==> config.mk <==
export PLATFORM = sky130hd
export DESIGN_NAME = char_lcd_nibble_sequencer_core
export DESIGN_NICKNAME = d
export VERILOG_FILES = /design/src/design/clns_pkg.sv /design/src/design/clns_front.sv /design/src/design/clns_queue.sv /design/src/design/clns_back.sv /design/src/design/char_lcd_nibble_sequencer_core.sv
export SDC_FILE = /design/constraint.sdc
export NUM_CORES = 1
export LEC_CHECK = 0
export BUFFER_PORTS_ARGS = -buffer_cell sky130_fd_sc_hd__clkbuf_2
export CORE_ASPECT_RATIO = 0.75
export CORE_UTILIZATION = 50
export CTS_CLUSTER_SIZE = 8
export DETAILED_ROUTE_END_ITERATION = 7
export HOLD_SLACK_MARGIN = 0.05
export PLACE_DENSITY = 0.71
export SLEW_MARGIN = 20
export SYNTH_ARGS = -nofsm -noshare
export SYNTH_HDL_FRONTEND = slang
export SYNTH_SLANG_ARGS = --single-unit
==> constraint.sdc <==
create_clock -name clk -period 3.4 [get_ports clk]
set_input_delay 0.34 -clock clk [delete_from_list [all_inputs] [get_ports clk]]
set_output_delay 0.34 -clock clk [all_outputs]
set_load 0.005 [all_outputs]
==> src/design/clns_pkg.sv <==
package clns_pkg;

  // Item classes after decode
  typedef enum logic [1:0] {
    K_TICK = 2'd0,
    K_BYTE = 2'd1,
    K_INIT = 2'd2
  } kind_t;

  // Input mode codes
  localparam logic [1:0] MODE_TICK   = 2'd0;
  localparam logic [1:0] MODE_WRITE  = 2'd1;
  localparam logic [1:0] MODE_INIT   = 2'd2;
  localparam logic [1:0] MODE_CURSOR = 2'd3;

  // Configuration register indexes
  localparam logic [2:0] REG_POWER_ON_WAIT = 3'd0;
  localparam logic [2:0] REG_INIT_STEP_WAIT = 3'd1;
  localparam logic [2:0] REG_INIT_CMD_WAIT = 3'd2;
  localparam logic [2:0] REG_CLEAR_WAIT = 3'd3;
  localparam logic [2:0] REG_CURSOR_WAIT = 3'd4;

  // Reset values of the wait registers
  localparam logic [15:0] RST_POWER_ON_WAIT = 16'd4200;
  localparam logic [15:0] RST_INIT_STEP_WAIT = 16'd120;
  localparam logic [15:0] RST_INIT_CMD_WAIT = 16'd50;
  localparam logic [15:0] RST_CLEAR_WAIT = 16'd2000;
  localparam logic [15:0] RST_CURSOR_WAIT = 16'd50;

  // Cursor addressing
  localparam logic [7:0] DDRAM_ROW0 = 8'h80;
  localparam logic [7:0] DDRAM_ROW1 = 8'hC0;
  localparam logic [5:0] MAX_COLUMN = 6'd39;

  // Init sequence steps: raw pulses first, then byte commands
  localparam logic [3:0] INIT_FIRST = 4'd1;
  localparam logic [3:0] INIT_RAW_LAST = 4'd4;
  localparam logic [3:0] INIT_CMD_FIRST = 4'd5;
  localparam logic [3:0] INIT_LAST = 4'd9;
  localparam logic [3:0] RAW_NIB_WAKE = 4'h3;
  localparam logic [3:0] RAW_NIB_4BIT = 4'h2;
  localparam logic [7:0] CMD_CLEAR = 8'h01;

  // One decoded beat moving from front to back
  typedef struct packed {
    kind_t       kind;
    logic [7:0]  byte_val;
    logic        rs;
    logic [15:0] delay;
  } item_t;

  // Wait settings the sequencer needs
  typedef struct packed {
    logic [15:0] power_on;
    logic [15:0] init_step;
    logic [15:0] init_cmd;
    logic [15:0] clear;
  } waits_t;

  // Init command list
  function automatic logic [7:0] init_cmd(input logic [2:0] idx);
    logic [7:0] c;
    case (idx)
      3'd0:    c = 8'b0010_1000;
      3'd1:    c = 8'b0000_1000;
      3'd2:    c = 8'b0000_0001;
      3'd3:    c = 8'b0000_0110;
      3'd4:    c = 8'b0000_1100;
      default: c = 8'h00;
    endcase
    return c;
  endfunction

endpackage

==> src/design/clns_front.sv <==
module clns_front (
  input  logic             clk,
  input  logic             rst_n,
  input  logic             cfg_we,
  input  logic [2:0]       cfg_index,
  input  logic [15:0]      cfg_data,
  input  logic [1:0]       in_mode,
  input  logic [7:0]       in_byte_value,
  input  logic             in_register_select,
  input  logic [15:0]      in_delay_after_us,
  input  logic             in_cursor_row,
  input  logic [5:0]       in_cursor_column,
  output clns_pkg::item_t  item,
  output clns_pkg::waits_t waits
);
  import clns_pkg::*;

  logic [15:0] power_on_r, init_step_r, init_cmd_r, clear_r, cursor_r;
  logic [5:0]  col_sat;
  logic [7:0]  row_base;

  // Hold the wait registers
  always_ff @(posedge clk) begin
    if (!rst_n) begin
      power_on_r  <= RST_POWER_ON_WAIT;
      init_step_r <= RST_INIT_STEP_WAIT;
      init_cmd_r  <= RST_INIT_CMD_WAIT;
      clear_r     <= RST_CLEAR_WAIT;
      cursor_r    <= RST_CURSOR_WAIT;
    end else if (cfg_we) begin
      unique case (cfg_index)
        REG_POWER_ON_WAIT:  power_on_r  <= cfg_data;
        REG_INIT_STEP_WAIT: init_step_r <= cfg_data;
        REG_INIT_CMD_WAIT:  init_cmd_r  <= cfg_data;
        REG_CLEAR_WAIT:     clear_r     <= cfg_data;
        REG_CURSOR_WAIT:    cursor_r    <= cfg_data;
        default: ;
      endcase
    end
  end

  assign waits = '{power_on: power_on_r, init_step: init_step_r,
                   init_cmd: init_cmd_r, clear: clear_r};

  // Saturate the column and pick the row address
  assign col_sat  = (in_cursor_column > MAX_COLUMN) ? MAX_COLUMN : in_cursor_column;
  assign row_base = in_cursor_row ? DDRAM_ROW1 : DDRAM_ROW0;

  // Classify the beat; writes and cursor moves both become byte sends
  always_comb begin
    item.kind     = K_TICK;
    item.byte_val = in_byte_value;
    item.rs       = in_register_select;
    item.delay    = in_delay_after_us;
    unique case (in_mode)
      MODE_TICK:  item.kind = K_TICK;
      MODE_WRITE: item.kind = K_BYTE;
      MODE_INIT:  item.kind = K_INIT;
      MODE_CURSOR: begin
        item.kind     = K_BYTE;
        item.byte_val = row_base + {2'b00, col_sat};
        item.rs       = 1'b0;
        item.delay    = cursor_r;
      end
      default: item.kind = K_TICK;
    endcase
  end

endmodule

==> src/design/clns_queue.sv <==
module clns_queue #(
  parameter int DEPTH = 2
) (
  input  logic            clk,
  input  logic            rst_n,
  input  logic            push,
  input  clns_pkg::item_t push_item,
  output logic            full,
  input  logic            pop,
  output logic            not_empty,
  output clns_pkg::item_t head
);
  import clns_pkg::*;

  localparam int PTR_W = (DEPTH > 1) ? $clog2(DEPTH) : 1;
  localparam int CNT_W = $clog2(DEPTH + 1);
  localparam logic [PTR_W-1:0] PTR_LAST = PTR_W'(DEPTH - 1);
  localparam logic [CNT_W-1:0] CNT_FULL = CNT_W'(DEPTH);

  item_t            slot_r [DEPTH];
  logic [PTR_W-1:0] wr_ptr_r, rd_ptr_r;
  logic [CNT_W-1:0] count_r, count_nxt;

  assign full      = (count_r == CNT_FULL);
  assign not_empty = (count_r != '0);
  assign head      = slot_r[rd_ptr_r];

  // Store the pushed beat
  always_ff @(posedge clk) begin
    if (push) slot_r[wr_ptr_r] <= push_item;
  end

  // Advance pointers and count
  always_comb begin
    count_nxt = count_r;
    if (push && !pop) count_nxt = count_r + 1'b1;
    else if (pop && !push) count_nxt = count_r - 1'b1;
  end

  always_ff @(posedge clk) begin
    if (!rst_n) begin
      wr_ptr_r <= '0;
      rd_ptr_r <= '0;
      count_r  <= '0;
    end else begin
      if (push) wr_ptr_r <= (wr_ptr_r == PTR_LAST) ? '0 : wr_ptr_r + 1'b1;
      if (pop) rd_ptr_r <= (rd_ptr_r == PTR_LAST) ? '0 : rd_ptr_r + 1'b1;
      count_r <= count_nxt;
    end
  end

endmodule

==> src/design/clns_back.sv <==
module clns_back (
  input  logic             clk,
  input  logic             rst_n,
  input  logic             q_valid,
  input  clns_pkg::item_t  q_item,
  output logic             q_pop,
  input  clns_pkg::waits_t waits,
  output logic             out_valid,
  input  logic             out_stall,
  output logic [3:0]       out_lcd_data_nibble,
  output logic             out_lcd_rs,
  output logic             out_lcd_e,
  output logic             out_busy_res,
  output logic             out_rejected
);
  import clns_pkg::*;

  typedef enum logic [4:0] {
    PH_IDLE  = 5'b00001,
    PH_SETUP = 5'b00010,
    PH_HIGH  = 5'b00100,
    PH_LOW   = 5'b01000,
    PH_WAIT  = 5'b10000
  } phase_t;

  phase_t      phase_r, phase_nxt;
  logic [15:0] wait_r, wait_nxt, wait_dec;
  logic [7:0]  pend_byte_r, pend_byte_nxt;
  logic        pend_rs_r, pend_rs_nxt;
  logic [15:0] pend_delay_r, pend_delay_nxt;
  logic        second_r, second_nxt;
  logic [3:0]  init_step_r, init_step_nxt;
  logic [3:0]  pin_nib_r, pin_nib_nxt;
  logic        pin_rs_r, pin_rs_nxt;
  logic        pin_e_r, pin_e_nxt;
  logic        rej_nxt;
  logic        out_valid_r, out_valid_nxt;
  logic        out_rej_r, out_busy_r;

  logic        done, do_launch, byte_nib;
  logic [3:0]  step_sel, step_off;
  logic        l_raw;
  logic [7:0]  l_cmd;
  logic [15:0] l_delay;

  // Take the head beat whenever the output slot is free or draining
  assign q_pop = q_valid && (!out_valid_r || !out_stall);

  assign wait_dec = (wait_r != '0) ? wait_r - 16'd1 : '0;
  assign byte_nib = (init_step_r == '0) || (init_step_r >= INIT_CMD_FIRST);

  // Work out what an init step launches
  assign step_sel = (q_item.kind == K_INIT) ? INIT_FIRST : init_step_r + 4'd1;
  assign step_off = step_sel - INIT_CMD_FIRST;
  assign l_raw    = (step_sel >= INIT_FIRST) && (step_sel <= INIT_RAW_LAST);
  assign l_cmd    = init_cmd(step_off[2:0]);

  always_comb begin
    if (l_raw) l_delay = (step_sel == INIT_FIRST) ? waits.power_on : waits.init_step;
    else l_delay = (l_cmd == CMD_CLEAR) ? waits.clear : waits.init_cmd;
  end

  // Sequencer next state
  always_comb begin
    phase_nxt      = phase_r;
    wait_nxt       = wait_r;
    pend_byte_nxt  = pend_byte_r;
    pend_rs_nxt    = pend_rs_r;
    pend_delay_nxt = pend_delay_r;
    second_nxt     = second_r;
    init_step_nxt  = init_step_r;
    pin_nib_nxt    = pin_nib_r;
    pin_rs_nxt     = pin_rs_r;
    pin_e_nxt      = pin_e_r;
    rej_nxt        = 1'b0;
    done           = 1'b0;
    do_launch      = 1'b0;

    if (q_item.kind == K_TICK) begin
      // Advance the strobe timing by one microsecond
      unique case (phase_r)
        PH_SETUP: begin
          pin_e_nxt = 1'b1;
          phase_nxt = PH_HIGH;
        end
        PH_HIGH: begin
          pin_e_nxt = 1'b0;
          phase_nxt = PH_LOW;
        end
        PH_LOW: begin
          if (pend_delay_r == '0) begin
            done = 1'b1;
          end else begin
            wait_nxt  = pend_delay_r;
            phase_nxt = PH_WAIT;
          end
        end
        PH_WAIT: begin
          wait_nxt = wait_dec;
          if (wait_dec == '0) done = 1'b1;
        end
        default: phase_nxt = PH_IDLE;
      endcase
    end else if (phase_r != PH_IDLE) begin
      // Drop commands that arrive mid-sequence
      rej_nxt = 1'b1;
    end else if (q_item.kind == K_BYTE) begin
      init_step_nxt  = '0;
      pend_byte_nxt  = q_item.byte_val;
      pend_rs_nxt    = q_item.rs;
      second_nxt     = 1'b0;
      pin_nib_nxt    = q_item.byte_val[7:4];
      pin_rs_nxt     = q_item.rs;
      pend_delay_nxt = q_item.delay;
      pin_e_nxt      = 1'b0;
      phase_nxt      = PH_SETUP;
    end else begin
      init_step_nxt = INIT_FIRST;
      second_nxt    = 1'b0;
      do_launch     = 1'b1;
    end

    // Finish a nibble: low nibble next, next init step, or idle
    if (done) begin
      if (byte_nib && !second_r) begin
        second_nxt  = 1'b1;
        pin_nib_nxt = pend_byte_r[3:0];
        pin_rs_nxt  = pend_rs_r;
        pin_e_nxt   = 1'b0;
        phase_nxt   = PH_SETUP;
      end else begin
        second_nxt = 1'b0;
        if ((init_step_r >= INIT_FIRST) && (init_step_r < INIT_LAST)) begin
          init_step_nxt = step_sel;
          do_launch     = 1'b1;
        end else begin
          init_step_nxt = '0;
          phase_nxt     = PH_IDLE;
        end
      end
    end

    // Start an init step: raw pulses skip the setup microsecond
    if (do_launch) begin
      pend_rs_nxt    = 1'b0;
      pin_rs_nxt     = 1'b0;
      pend_delay_nxt = l_delay;
      if (l_raw) begin
        pin_nib_nxt = (step_sel == INIT_RAW_LAST) ? RAW_NIB_4BIT : RAW_NIB_WAKE;
        pin_e_nxt   = 1'b1;
        phase_nxt   = PH_HIGH;
      end else begin
        pend_byte_nxt = l_cmd;
        second_nxt    = 1'b0;
        pin_nib_nxt   = l_cmd[7:4];
        pin_e_nxt     = 1'b0;
        phase_nxt     = PH_SETUP;
      end
    end
  end

  always_ff @(posedge clk) begin
    if (!rst_n) begin
      phase_r      <= PH_IDLE;
      wait_r       <= '0;
      pend_byte_r  <= '0;
      pend_rs_r    <= 1'b0;
      pend_delay_r <= '0;
      second_r     <= 1'b0;
      init_step_r  <= '0;
      pin_nib_r    <= '0;
      pin_rs_r     <= 1'b0;
      pin_e_r      <= 1'b0;
    end else if (q_pop) begin
      phase_r      <= phase_nxt;
      wait_r       <= wait_nxt;
      pend_byte_r  <= pend_byte_nxt;
      pend_rs_r    <= pend_rs_nxt;
      pend_delay_r <= pend_delay_nxt;
      second_r     <= second_nxt;
      init_step_r  <= init_step_nxt;
      pin_nib_r    <= pin_nib_nxt;
      pin_rs_r     <= pin_rs_nxt;
      pin_e_r      <= pin_e_nxt;
    end
  end

  // Output beat register
  assign out_valid_nxt = q_pop ? 1'b1 : (out_valid_r && out_stall);

  always_ff @(posedge clk) begin
    if (!rst_n) out_valid_r <= 1'b0;
    else out_valid_r <= out_valid_nxt;
  end

  always_ff @(posedge clk) begin
    if (q_pop) begin
      out_rej_r  <= rej_nxt;
      out_busy_r <= (phase_nxt != PH_IDLE);
    end
  end

  assign out_valid           = out_valid_r;
  assign out_lcd_data_nibble = pin_nib_r;
  assign out_lcd_rs          = pin_rs_r;
  assign out_lcd_e           = pin_e_r;
  assign out_busy_res        = out_busy_r;
  assign out_rejected        = out_rej_r;

endmodule

==> src/design/char_lcd_nibble_sequencer_core.sv <==
// Character LCD 4-bit bus sequencer.
// Input channel (in_valid / in_stall): one beat per event. Mode tick stands
// for one elapsed microsecond; write sends a byte high nibble first; init plays
// the power-on sequence; cursor sends a DDRAM address with column held to 39.
// Result channel (out_valid / out_stall): exactly one beat per input beat, in
// order, carrying the pin levels after that event, the busy flag and a flag
// for a command dropped while a sequence was running.
// Configuration: cfg_we with cfg_index selects one of five 16-bit wait
// registers; write only while no beat is in flight.
// Throughput: one beat per cycle while the receiver does not stall.
// An accepted beat is written into the queue; the sequencer steps and the result
// beat is registered when the back end pops it from the queue.
// The front decodes into a short queue; when the receiver stalls, the output
// beat holds, the queue fills and in_stall rises once it is full.
// Reset loads the default waits, empties the queue, idles the sequencer with
// all pins low and drops out_valid.
module char_lcd_nibble_sequencer_core #(
  parameter int QUEUE_DEPTH = 2
) (
  input  logic        clk,
  input  logic        rst_n,
  input  logic        cfg_we,
  input  logic [2:0]  cfg_index,
  input  logic [15:0] cfg_data,
  input  logic        in_valid,
  output logic        in_stall,
  input  logic [1:0]  in_mode,
  input  logic [7:0]  in_byte_value,
  input  logic        in_register_select,
  input  logic [15:0] in_delay_after_us,
  input  logic        in_cursor_row,
  input  logic [5:0]  in_cursor_column,
  output logic        out_valid,
  input  logic        out_stall,
  output logic [3:0]  out_lcd_data_nibble,
  output logic        out_lcd_rs,
  output logic        out_lcd_e,
  output logic        out_busy_res,
  output logic        out_rejected
);
  import clns_pkg::*;

  item_t  dec_item, head_item;
  waits_t waits;
  logic   q_full, q_not_empty, q_pop;

  clns_front u_front (
    .clk               (clk),
    .rst_n             (rst_n),
    .cfg_we            (cfg_we),
    .cfg_index         (cfg_index),
    .cfg_data          (cfg_data),
    .in_mode           (in_mode),
    .in_byte_value     (in_byte_value),
    .in_register_select(in_register_select),
    .in_delay_after_us (in_delay_after_us),
    .in_cursor_row     (in_cursor_row),
    .in_cursor_column  (in_cursor_column),
    .item              (dec_item),
    .waits             (waits)
  );

  assign in_stall = q_full;

  clns_queue #(.DEPTH(QUEUE_DEPTH)) u_queue (
    .clk      (clk),
    .rst_n    (rst_n),
    .push     (in_valid && !q_full),
    .push_item(dec_item),
    .full     (q_full),
    .pop      (q_pop),
    .not_empty(q_not_empty),
    .head     (head_item)
  );

  clns_back u_back (
    .clk                (clk),
    .rst_n              (rst_n),
    .q_valid            (q_not_empty),
    .q_item             (head_item),
    .q_pop              (q_pop),
    .waits              (waits),
    .out_valid          (out_valid),
    .out_stall          (out_stall),
    .out_lcd_data_nibble(out_lcd_data_nibble),
    .out_lcd_rs         (out_lcd_rs),
    .out_lcd_e          (out_lcd_e),
    .out_busy_res       (out_busy_res),
    .out_rejected       (out_rejected)
  );

endmodule

## Word-level counts from Yosys, hierarchy flattened

Memories as Yosys holds them, arrays and structs flattened. A register that Yosys moved wholly into a read port is not among the register bits.
Cells that the tools add are included.
W data, S select, Z words.

- Add/subtract/negate cells: 8
- $lt $le $gt $ge: 6
- Equal/unequal tests: 26
- Muxes and demuxes: 89
- Reductions and logical operators: 36

Operators by type and width:

| cell | count |
|---|---|
| $mux W16 | 9 |
| $mux W4 | 13 |
| $mux W1 | 42 |
| $mux W5 | 8 |
| $mux W8 | 5 |
| $logic_not A16 Y1 | 2 |
| $pmux W16 S2 | 1 |
| $pmux W6 S5 | 1 |
| $mux W25 | 1 |
| $pmux W5 S4 | 1 |
| $reduce_bool A16 Y1 | 1 |
| $sub A16 B1 Y16 const B | 1 |
| $eq A3 B2 Y1 const B | 4 |
| $ne A5 B1 Y1 const B | 2 |
| $reduce_and A2 Y1 | 5 |
| $add A8 B6 Y8 | 1 |
| $eq A2 B2 Y1 const B | 4 |
| $ge A4 B1 Y1 const B | 2 |
| $logic_and A1 B1 Y1 | 8 |
| $reduce_and A4 Y1 | 2 |
| $reduce_bool A2 Y1 | 4 |
| $mux W7 | 1 |
| $eq A3 B1 Y1 const B | 2 |
| $eq A3 B3 Y1 const B | 2 |
| other kinds (30) | 43 |

- Register bits after elaboration: 144
- Memory bits (writable): 54
- Bits of input ports: 58
- Output and inout bits: 10
- Word-level logic and storage cells: 187
- Memories: 1

Memories:

| memory | depth | width | read ports | clocked after Yosys merged registers in | wr ports | RTL line | RTL |
|---|---|---|---|---|---|---|---|
| u_queue.slot_r | 2 | 27 | 1 | 1 | 1 | clns_queue.sv:20 | `item_t slot_r [DEPTH];` |

## Longest topological paths before layout

- Word-level depth: 9
- Depth in mapped cells: 14
- Gate-level depth less buffers: 11

## Modules after synthesis

From an unflattened synthesis, not the netlist that was laid out.

- Cell total of the unflattened synthesis: 987
- Area total of the unflattened synthesis: 9,773.1 um2

Modules (own cells, without submodules):

| module | times used | cells an instance | area each (um2) | seq. area each (um2) |
|---|---|---|---|---|
| clns_back | 1 | 541 | 4,189.0 | 1,141.1 |
| clns_front | 1 | 339 | 3,395.8 | 1,601.5 |
| clns_queue | 1 | 106 | 2,174.6 | 1,721.7 |
| char_lcd_nibble_sequencer_core | 1 | 1 | 13.8 | 0.0 |

## Least setup slack after synthesis

No wires, ideal clock.

- Kind: register to register
- Start: register u_back.init_step_r[0]
- End: register u_back.pend_delay_r[10]
- Setup time: 0.119 ns
- Arrival time: 3.155 ns
- Data required time: 3.281 ns
- Path slack: 0.127 ns
- Stages on the path, launching flop included: 15
- Path buffers: 3
- Period minus slack after synthesis: 3.273 ns
- Cells stage by stage: dfxtp_1 -> clkbuf_1 -> inv_1 -> ha_1 -> clkbuf_1 -> nand2_1 -> ha_1 -> nor3_1 -> nand2_1 -> nor2_1 -> buf_2 -> mux2i_1 -> mux2i_1 -> o22ai_2 -> nor2_2

- Longest elaborated chain between the ends: 9
- Elaborated cells on any way between the ends: 32
- Classes of those cells: add/sub (2); order compare (5); eq/ne (8); mux (9); reduce/logical (8)

Ends and longest elaborated chain:

| item | RTL line | RTL |
|---|---|---|
| start: declaration | clns_back.sv:32 | `logic [3:0] init_step_r, init_step_nxt;` |
| start signal: assignment | clns_back.sv:181 | `init_step_r <= init_step_nxt;` |
| $add A4 B1 Y4 | clns_back.sv:53 | `assign step_sel = (q_item.kind == K_INIT) ? INIT_FIRST : init_step_r + 4'd1;` |
| $mux W4 | clns_back.sv:53 |  |
| $sub A3 B3 Y3 | clns_back.sv:54 | `assign step_off = step_sel - INIT_CMD_FIRST;` |
| $eq A3 B3 Y1, or another cell as far along | clns_pkg.sv:63 | `case (idx)` |
| $pmux W6 S5 | clns_pkg.sv:63 |  |
| $eq A6 B1 Y1 | clns_back.sv:60 | `else l_delay = (l_cmd == CMD_CLEAR) ? waits.clear : waits.init_cmd;` |
| $mux W16 | clns_back.sv:60 |  |
| $mux W16 | clns_back.sv:59 | `if (l_raw) l_delay = (step_sel == INIT_FIRST) ? waits.power_on : waits.init_step;` |
| $mux W16 | clns_back.sv:144 | `if (do_launch) begin` |
| end signal: assignment | clns_back.sv:179 | `pend_delay_r <= pend_delay_nxt;` |
| end: declaration | clns_back.sv:30 | `logic [15:0] pend_delay_r, pend_delay_nxt;` |

Parallel ways exist; a longest one is shown, timed or not.
A chain may end at the register's enable or synchronous reset.

## Worst setup path after layout

- Start: register u_back.wait_r[1]
- End: register u_back.pend_delay_r[15]

- Longest elaborated chain between the ends: 9
- Elaborated cells on any way between the ends: 13
- Classes of those cells: add/sub (1); eq/ne (2); mux (6); reduce/logical (4)

Ends and longest elaborated chain:

| item | RTL line | RTL |
|---|---|---|
| start: declaration | clns_back.sv:27 | `logic [15:0] wait_r, wait_nxt, wait_dec;` |
| start signal: assignment | clns_back.sv:176 | `wait_r <= wait_nxt;` |
| $sub A16 B1 Y16 / $reduce_bool A16 Y1 (equally long branches) | clns_back.sv:49 | `assign wait_dec = (wait_r != '0) ? wait_r - 16'd1 : '0;` |
| $mux W16 (*) | clns_back.sv:49 |  |
| $logic_not A16 Y1 (*) | clns_back.sv:100 | `if (wait_dec == '0) done = 1'b1;` |
| $mux W1 (*) | clns_back.sv:100 |  |
| $pmux W1 S2 (*) | clns_back.sv:81 | `unique case (phase_r)` |
| $mux W1 (*) | clns_back.sv:79 | `if (q_item.kind == K_TICK) begin` |
| $mux W1 (*) | clns_back.sv:124 | `if (done) begin` |
| $ne A2 B1 Y1 (no line) / $reduce_bool A2 Y1 (equally long branches) | n/a |  |
| $reduce_and A4 Y1 (no line) | n/a |  |

Mark *: on every way between the ends. The rest lies on a longest branch, timed or not.

==> results.md <==
* Worst IR Drop VDD at 511 uV
* Global-route wire length before repair at 38800 um
* Clk pwr share at 28.4%
* Drt first-iter violations at 741
* Max Freq at 323 MHz
* Finished Core Util at around three fifths
* Die area at 19800 um^2
* Most common cell in the netlist: nand2_1
* Placeable core area at 18700 um^2
* Final hold slack at 131 ps
* Cell taking the most area after synthesis: dfxtp_1
* Fin crit period at 3090 ps
* Comb pwr share at around a third
* Internal Power at 4.86 mW
* IO Pins at 68
* Port-buffer cells at between 60 and 70
* Die height at 122 um
* Worst Tran Pin Value at 879 ps
* Overall routing resource usage at between 20% and 30%
* Fraction of layout instances using a drive strength above 1 at between 10% and 20%
* Final GP Congestion at 0.923
* Post-synthesis cell count at 1046
* Leakage at 4.24 nW
* Seq/Total Area, Yosys at 46.5%
* DR pass1 iterations at 5
* Sw Ratio at between 30% and 40%
* CP arrival at around 3400 ps
* Setup bufs post-CTS at 0
* Endpoints failing setup at 0
* Pre-CTS setup slack at 188 ps
* HP Class: in2reg
* Synth top area share at about 29%
* Unrepaired setup endpoints after global routing: no
* DR vias/cell at 5.81
* YS warnings at 0
* Yosys cell types at 71
* Initial Util at between 50% and 60%
* Synth-to-layout area growth at 12.7%
* Crit start category: flip-flop
* Final HPWL from detailed placement at 16100 um
* Outcome: finished clean
* Post-route DRC at 0
* Syn nets at 1110
* Cts bufs inserted at 17
* Setup tns final at 0 ps
* Max-cap violations at 0
* Power density cells at 694 nW/um^2
* P_sw at roughly 2.7 mW
* Number of flops mapped to enable cells by yosys at 56
* Required @ worst endpoint at 3730 ps
* Pins Over Slew Limit at 0
* Synth Flop Type: dfxtp_1
* Crit end category: flip-flop
* Final hold vios at 0
* Final ANT Viol Nets at 0
* Part of the cycle the worst path needs at 91.0%
* Top cells by area, synth: dfxtp_1 29%, edfxtp_1 18%, nand2_1 8.1%
* CTS tree: yes
* CTS Sinks at 195
* H-tree lvl count at 4
* CTS root buf: clkbuf_16
* Slew Limit Headroom at 41.2%
* WL/cell at 17.9 um
* Critical Path Fanout Max at 16
* # rows at 43
* Seq pwr share at 39.9%
* FFs w/ async S/R, synth at 0%
* Yosys reg bits at 195
* Synth cell count leaders: 207 x nand2_1, 139 x dfxtp_1, 66 x a21boi_0
* # diodes at 0
* CTS clk-pin slew, worst paths at 80 ps
* Total Routed Length at about 24000 um
* Via count of the first global-routing pass at 7255
* WS Path Type: reg2reg
* Setup slack after layout at 307 ps
* DR vias at 7848
* Mapped Avg Cell Area at between 9 and 10 um^2
* Synthesized area at 9610 um^2
* Clock Tree Buf Depth at 2
* Largest net degree at the start of global routing at 89
* Worst skew pair latency at 440 ps
* Die X at around 160 um
* Initial antenna violation count at 0
* Final Skew at 13.2 ps
* Global route overflow at 0
* Fin nets at 1154
[what timing repair did]
| action | CTS | global route |
|---|---|---|
| hold buffers | 0 | 0 |
| endpoints found under the setup margin | 0 | 24 |
| resized for setup | 0 | 2 |
[final timing paths]
kind / cells past startpoint / to / slack [ps] / from
setup / recovery: 10 / u_back.pend_delay_r[15] / 310 / u_back.wait_r[1]
hold / removal: 1 / u_queue.slot_r[0][25] / 130 / in_mode[0]
setup reg to reg: 10 / u_back.pend_delay_r[15] / 310 / u_back.wait_r[1]
hold reg to reg: 2 / u_front.init_step_r[12] / 470 / u_front.init_step_r[12]
[cells by family after synthesis]
family	count (synthesis)	synth area share, %
buf+inv	80	3.54
mux	98	10.7
xor+xnor	12	1.09
simple gates	420	20.3
compound gates	235	17.1
fa+ha+maj	6	0.781
flops	195	46.5
[cell usage in the layout (no fill, tap or decap), types with 6 or more instances in the layout]
cell type,synthesis,final
xnor2_1,8,8
nor2_1,58,56
nand2_1,207,207
o22ai_2,10,10
edfxtp_1,56,56
nor2b_1,15,15
a22oi_1,6,6
nor4_1,10,10
and3_1,7,7
nor2_2,11,13
nand4_1,10,10
o22ai_1,8,8
nand2b_1,7,7
mux2i_1,62,62
mux2_2,36,36
and2_1,13,13
dfxtp_1,139,139
nor3_1,12,12
ha_1,6,6
a21oi_1,35,35
clkbuf_2,0,66
buf_4,0,24
o21ai_0,58,58
o211a_1,6,6
a21boi_0,66,66
nand3_1,41,41
clkbuf_16,0,20
inv_1,13,13
[final cells by class]
class                   count  area (um^2)
repair buffers             91          531
inverters                  14         52.6
well taps                 247          309
clock buffers              20          500
flip-flops and latches    195         4460
multi-input cells         771         4830
fillers                  1616         7840
clock inverters            12          144
[critical path, stage by stage, from the launching register on]
cell and delay [ps]:
dfxtp_1 350, inv_1 70, ha_1 220, nor3b_4 350
nand4_1 160, mux2i_1 260, or4b_4 570, o311ai_4 350
nand2_2 340, o22ai_2 280, nor2_2 40
[through the flow]
stage | std cells | total power, mW | area (um^2)
floorplan | 1046 | 4.68 | 9610
global placement | 1318 | 5.35 | 10200
detailed placement | 1318 | 5.39 | 10200
CTS | 1350 | 7.50 | 10800
global route | 1350 | 7.90 | 10800
finish | 1350 | 7.52 | 10800
[flip-flops by register name (all words and copies together) (netlist names), 2 cells and up, named ones only]
| signal | count |
|---|---|
| u_back.phase_r | 5 |
| u_back.pend_delay_r | 16 |
| u_queue.count_r | 2 |
| u_front.clear_r | 16 |
| u_queue.slot_r | 54 |
| u_back.init_step_r | 4 |
| u_front.init_cmd_r | 16 |
| u_front.power_on_r | 16 |
| u_back.wait_r | 16 |
| u_back.out_lcd_data_nibble | 4 |
| u_front.init_step_r | 16 |
| u_front.cursor_r | 16 |
| u_back.pend_byte_r | 4 |
[power groups by stage]
stage / logic, mW / clock network, mW / registers [mW]
global route: 2.61 / 2.26 / 3.03
floorplan: 1.75 / 0 / 2.93
detailed placement: 2.35 / 0 / 3.04
global placement: 2.32 / 0 / 3.03
CTS: 2.36 / 2.15 / 2.99
finish: 2.38 / 2.14 / 3.00
[per-layer routing]
metal | global-route usage, % | wire length, um | share of wire, %
met5 | 0 | 0 | 0
met4 | 6.78 | 306 | 1.3
met3 | 4.26 | 1480 | 6.1
met2 | 39.2 | 10700 | 44
met1 | 36.6 | 11600 | 48
Note: power is estimated with default switching activity, not from simulation.
